$ cat src/rtl/core/ssb_pkg.sv
// Shared constants and types for the sphere screen bounds block.
package ssb_pkg;

    localparam int FRAC_BITS  = 16;
    localparam int DATA_WIDTH = 32;

    // Configuration registers are 31-bit unsigned Q15.16 values.
    localparam int CFG_W     = 31;
    localparam int CFG_IDX_W = 2;

    localparam logic [CFG_IDX_W-1:0] CFG_NEAR_PLANE   = 2'd0;
    localparam logic [CFG_IDX_W-1:0] CFG_PROJ_SCALE_X = 2'd1;
    localparam logic [CFG_IDX_W-1:0] CFG_PROJ_SCALE_Y = 2'd2;

    localparam logic [CFG_W-1:0] NEAR_PLANE_RST   = 31'd6554;
    localparam logic [CFG_W-1:0] PROJ_SCALE_X_RST = 31'd65536;
    localparam logic [CFG_W-1:0] PROJ_SCALE_Y_RST = 31'd65536;

    // Flags that ride along with each divider stage.
    typedef struct packed {
        logic neg;
        logic zero;
        logic ovf;
    } t_div_flags;

endpackage

$ cat src/rtl/core/ssb_sqrt.sv
// Pipelined integer square root, one result bit per stage.
module ssb_sqrt #(
    parameter int DATA_WIDTH = ssb_pkg::DATA_WIDTH
) (
    input  logic                    i_clk,
    input  logic                    i_en,
    input  logic [2*DATA_WIDTH-1:0] i_v,
    output logic [DATA_WIDTH-1:0]   o_root
);

    localparam int DW = DATA_WIDTH;
    localparam int WW = 2 * DW;
    localparam int RW = DW + 2;

    logic [RW-1:0] r_rem  [DW];
    logic [DW-1:0] r_root [DW];
    logic [WW-1:0] r_v    [DW];

    for (genvar k = 0; k < DW; k++) begin : g_stage
        logic [RW-1:0] w_rem;
        logic [DW-1:0] w_root;
        logic [WW-1:0] w_v;
        logic [RW+1:0] w_rem2;
        logic [RW+1:0] w_trial;
        logic          w_ge;

        if (k == 0) begin : g_first
            assign w_rem  = '0;
            assign w_root = '0;
            assign w_v    = i_v;
        end else begin : g_next
            assign w_rem  = r_rem[k-1];
            assign w_root = r_root[k-1];
            assign w_v    = r_v[k-1];
        end

        assign w_rem2  = {w_rem, w_v[WW-1:WW-2]};
        assign w_trial = {2'b00, w_root, 2'b01};
        assign w_ge    = (w_rem2 >= w_trial);

        always_ff @(posedge i_clk) begin
            if (i_en) begin
                r_rem[k]  <= w_ge ? RW'(w_rem2 - w_trial) : RW'(w_rem2);
                r_root[k] <= {w_root[DW-2:0], w_ge};
                r_v[k]    <= {w_v[WW-3:0], 2'b00};
            end
        end
    end

    assign o_root = r_root[DW-1];

endmodule

$ cat config.mk
export PLATFORM = sky130hd
export DESIGN_NAME = ssb_sqrt
export DESIGN_NICKNAME = d
export VERILOG_FILES = /design/src/rtl/core/ssb_pkg.sv /design/src/rtl/core/ssb_sqrt.sv
export SDC_FILE = /design/constraint.sdc
export NUM_CORES = 2
export LEC_CHECK = 0
export ABC_CLOCK_PERIOD_IN_PS = 5400
export BUFFER_PORTS_ARGS = -buffer_cell sky130_fd_sc_hd__buf_2
export CAP_MARGIN = 10
export CORE_UTILIZATION = 30
export CTS_CLUSTER_SIZE = 25
export DETAILED_ROUTE_END_ITERATION = 16
export GPL_ROUTABILITY_DRIVEN = 0
export PLACE_DENSITY = 0.45
export SYNTH_ARGS = -nofsm -noshare
export SYNTH_HDL_FRONTEND = slang
export SYNTH_MEMORY_MAX_BITS = 65536
export SYNTH_SLANG_ARGS = --single-unit
$ cat constraint.sdc
create_clock -name i_clk -period 5.4 [get_ports i_clk]
set_clock_uncertainty 0.1 [all_clocks]
set_input_delay 1.08 -clock i_clk [delete_from_list [all_inputs] [get_ports i_clk]]
set_output_delay 1.08 -clock i_clk [all_outputs]
set_load 0.005 [all_outputs]
==> results.sh <==
export IMPL_setup_viol=0
export IMPL_synth_edf_count=2523
export IMPL_via_per_inst=4.69
export IMPL_peakVddDrop_uv=282
export IMPL_core_area_um2=386000
export IMPL_portBuffers=97
export IMPL_num_rows=228
export IMPL_fin_nets=9911
export IMPL_final_cells=14688
export IMPL_ctsHoldBuffers=0
export IMPL_route_antenna_remaining_nets=0
export IMPL_seq_area_frac_synth_pct=65.0
export IMPL_final_layout_size_suffix_gt1_share_pct=7.93
export IMPL_clk_latency_ns=0.91
export IMPL_initial_core_util_pct=30.2
export IMPL_cts_post_setup_buffers_inserted=0
export IMPL_routed_wl_um=245000
export IMPL_critPathKind="reg -> reg"
export IMPL_path_cells="inv_1, ha_1, o21a_1, o21ai_0, a211oi_1, nor2_1, a31oi_1, a2111oi_0, o22ai_1, a2111oi_0, buf_4, nand3_1, xnor2_1"
export IMPL_arrival_ns=5.04
export IMPL_root_buffer="clkbuf_16"
export IMPL_fp_dieH_um=625
export IMPL_grt_max_degree=161
export IMPL_dp_worst_setup_slack_ns=0.998
export IMPL_cp_num_buf_inv=2
export IMPL_crit_path_end_kind="flip-flop"
export IMPL_min_delay_start="i_v[17]"
export IMPL_synthFlopType="edfxtp_1"
export IMPL_p_comb_share_pct=19.0
export IMPL_cts_buffer_depth=4
export IMPL_rr_worst_depth=13
export IMPL_cp_max_fo=5
export IMPL_outcome="completed"
export IMPL_power_leakage_nw=50.2
export IMPL_grt_pass1_vias=69621
export IMPL_placed_cell_area_um2=124000
export IMPL_drtPass1Iterations=6
export IMPL_rrSetupSlack_ns=0.88
export IMPL_track_usage_pct=12.3
export IMPL_placedCellCount=14151
export IMPL_intPower_mw=41.0
export IMPL_ys_ff_latch=2523
export IMPL_top_layer="met4"
export IMPL_r2r_start="r_root[22][0]$_DFFE_PP_"
export IMPL_cts_tree="yes"
export IMPL_netlist_area_um2=117000
export IMPL_synth_compound_area_share_pct=9.28
export IMPL_grt_pass1_wl_um=386000
export IMPL_cts_resized=0
export IMPL_finalCriticalPeriod_ns=4.52
export IMPL_worstHoldPathType="in -> reg"
export IMPL_final_common_cell="edfxtp_1"
export IMPL_vias=68959
export IMPL_synthSimpleGateAreaFrac_pct=9.71
export IMPL_synthAdderAreaFrac_pct=6.03
export IMPL_power_share_clock_pct=34.9
export IMPL_stdcell_area_um2=134000
export IMPL_p_total_mw=57.1
export IMPL_final_cell_mix="edfxtp_1, inv_1, nand2_1"
export IMPL_wl_met3_um=9020
export IMPL_fill_cells=37674
export IMPL_dieArea_um2=391000
export IMPL_timing_rr_end="r_rem[23][31]$_DFFE_PP_"
export IMPL_yosysWarnings=0
export IMPL_critPathRequiredTime_ns=5.92
export IMPL_drt_iter0_drc=4608
export IMPL_path_clk_slew_ns=0.06
export IMPL_max_slew_margin_rel_pct=11.4
export IMPL_syn_area_per_cell_um2=13.0
export IMPL_muxShareOfSynthArea_pct=0.804
export IMPL_synth_xor_area_share_pct=6.37
export IMPL_cpLargestDelayFamily="compound AO/OA/AOI/OAI gates"
export IMPL_netlist_instances=8958
export IMPL_cts_buffers=304
export IMPL_worst_slack_ns=0.879
export IMPL_fin_crit_sh_pct=83.7
export IMPL_synth_cell_types=86
export IMPL_syn_to_final_growth_pct=14.6
export IMPL_setup_tns_ns=0
export IMPL_synth_top_family_by_area="simple AND/OR/NAND/NOR gates"
export IMPL_clock_sinks=2523
export IMPL_h_tree_depth=5
export IMPL_gr_total_overflow=0
export IMPL_io_pins=98
export IMPL_m1WireLength_um=105000
export IMPL_grt_setup_unrepaired="no"
export IMPL_max_cap_viol_count=0
export IMPL_p_sw_mw=16.1
export IMPL_syn_num_nets=9586
export IMPL_crit_path_top_delay_cell="a2111oi_0"
export IMPL_wl_per_cell_um=16.7
export IMPL_worstMarginPinSlew_ns=1.30
export IMPL_power_density_nw_per_um2=428
export IMPL_antenna_found_initial=2
export IMPL_hold_violations=0
export IMPL_fp_dieW_um=625
export IMPL_hpwl_um=175000
export IMPL_fmax_mhz=221
export IMPL_hold_end="r_v[0][17]$_DFFE_PP_"
export IMPL_wl_met2_um=122000
export IMPL_switching_share_pct=28.2
export IMPL_drcViolationCount=0
export IMPL_async_flop_share_pct=0
export IMPL_drv_slew=0
export IMPL_min_path_cells=1
export IMPL_seq_power_share_pct=46.1
export IMPL_cp_start_kind="flip-flop"
export IMPL_slowest_delay_ns=1.16
export IMPL_cpMostUsedCell="a2111oi_0"
[worst max path at each step]
stage	startpoint	endpoint	slack [ns]	cells after the start
floorplan	r_rem[10][20]$_DFFE_PP_	r_rem[11][23]$_DFFE_PP_	1.67	12
global placement	r_root[22][0]$_DFFE_PP_	r_rem[23][31]$_DFFE_PP_	0.95	13
detailed placement	r_root[22][0]$_DFFE_PP_	r_rem[23][31]$_DFFE_PP_	1.0	13
CTS	r_root[22][0]$_DFFE_PP_	r_rem[23][31]$_DFFE_PP_	0.95	13
global route	r_root[22][0]$_DFFE_PP_	r_rem[23][31]$_DFFE_PP_	0.66	13
finish	r_root[22][0]$_DFFE_PP_	r_rem[23][31]$_DFFE_PP_	0.88	13
[sequential cells by signal, summed over array words and instances (netlist names)]
register  cells
r_v         992
r_rem      1003
r_root      528
[cell type report]
class	instances	area (um^2)	area share (%)
clock buffers	364	7880	5.90
flip-flops and latches	2523	75800	56.7
clock inverters	170	1810	1.36
well taps	5175	6470	4.85
inverters	704	2640	1.98
diodes	2	5.00	0.00375
multi-input cells	5565	37600	28.2
repair buffers	185	1390	1.04
[stage by stage]
stage / util [%] / hold WS (ns)
after global routing: 34.6 / 0.179
final: 34.6 / 0.253
after floorplan: - / 0.300
after global placement: 32.1 / 0.300
after detailed placement: 32.1 / 0.305
after CTS: 34.6 / 0.140
[routing by layer]
layer	up-vias	GRT usage, %
li1	33765	-
met4	0	4.72
met5	-	0
met1	33339	14.9
met2	1339	21.9
met3	516	1.70
[power by group through the flow]
stage                     sequential, mW  combinational [mW]  clock, mW
final                               26.3                10.9       19.9
after global routing                26.6                12.2       21.4
after CTS                           26.4                10.9       20.8
after detailed placement            26.8                10.8          0
after global placement              26.8                10.6          0
after floorplan                     26.0                8.08          0
[Yosys cell counts (all sizes together) (96+ instances only)]
cell type  count  area, um^2
nand2        622        2330
nand2b       109         689
or3          107         686
nand3        142         711
nor3         210        1050
xor2         428        3750
a21oi        592        2970
nand4         97         607
o21ai        448        2240
o21a          96         721
a21o         233        1750
edfxtp      2523       75800
xnor2        420        3680
nor4         108         682
clkbuf       142         533
nor2         574        2160
inv          701        2630
ha           562        7030
[cells by family after synthesis]
group                    count (synthesis)
flip-flops                            2523
AND/OR/NAND/NOR                       2307
AO/OA/AOI/OAI                         1762
buffers and inverters                  870
XOR/XNOR                               848
adder cells (fa/ha/maj)                562
multiplexers                            85
other                                    1
No activity file was read; power rests on OpenSTA's default activity.
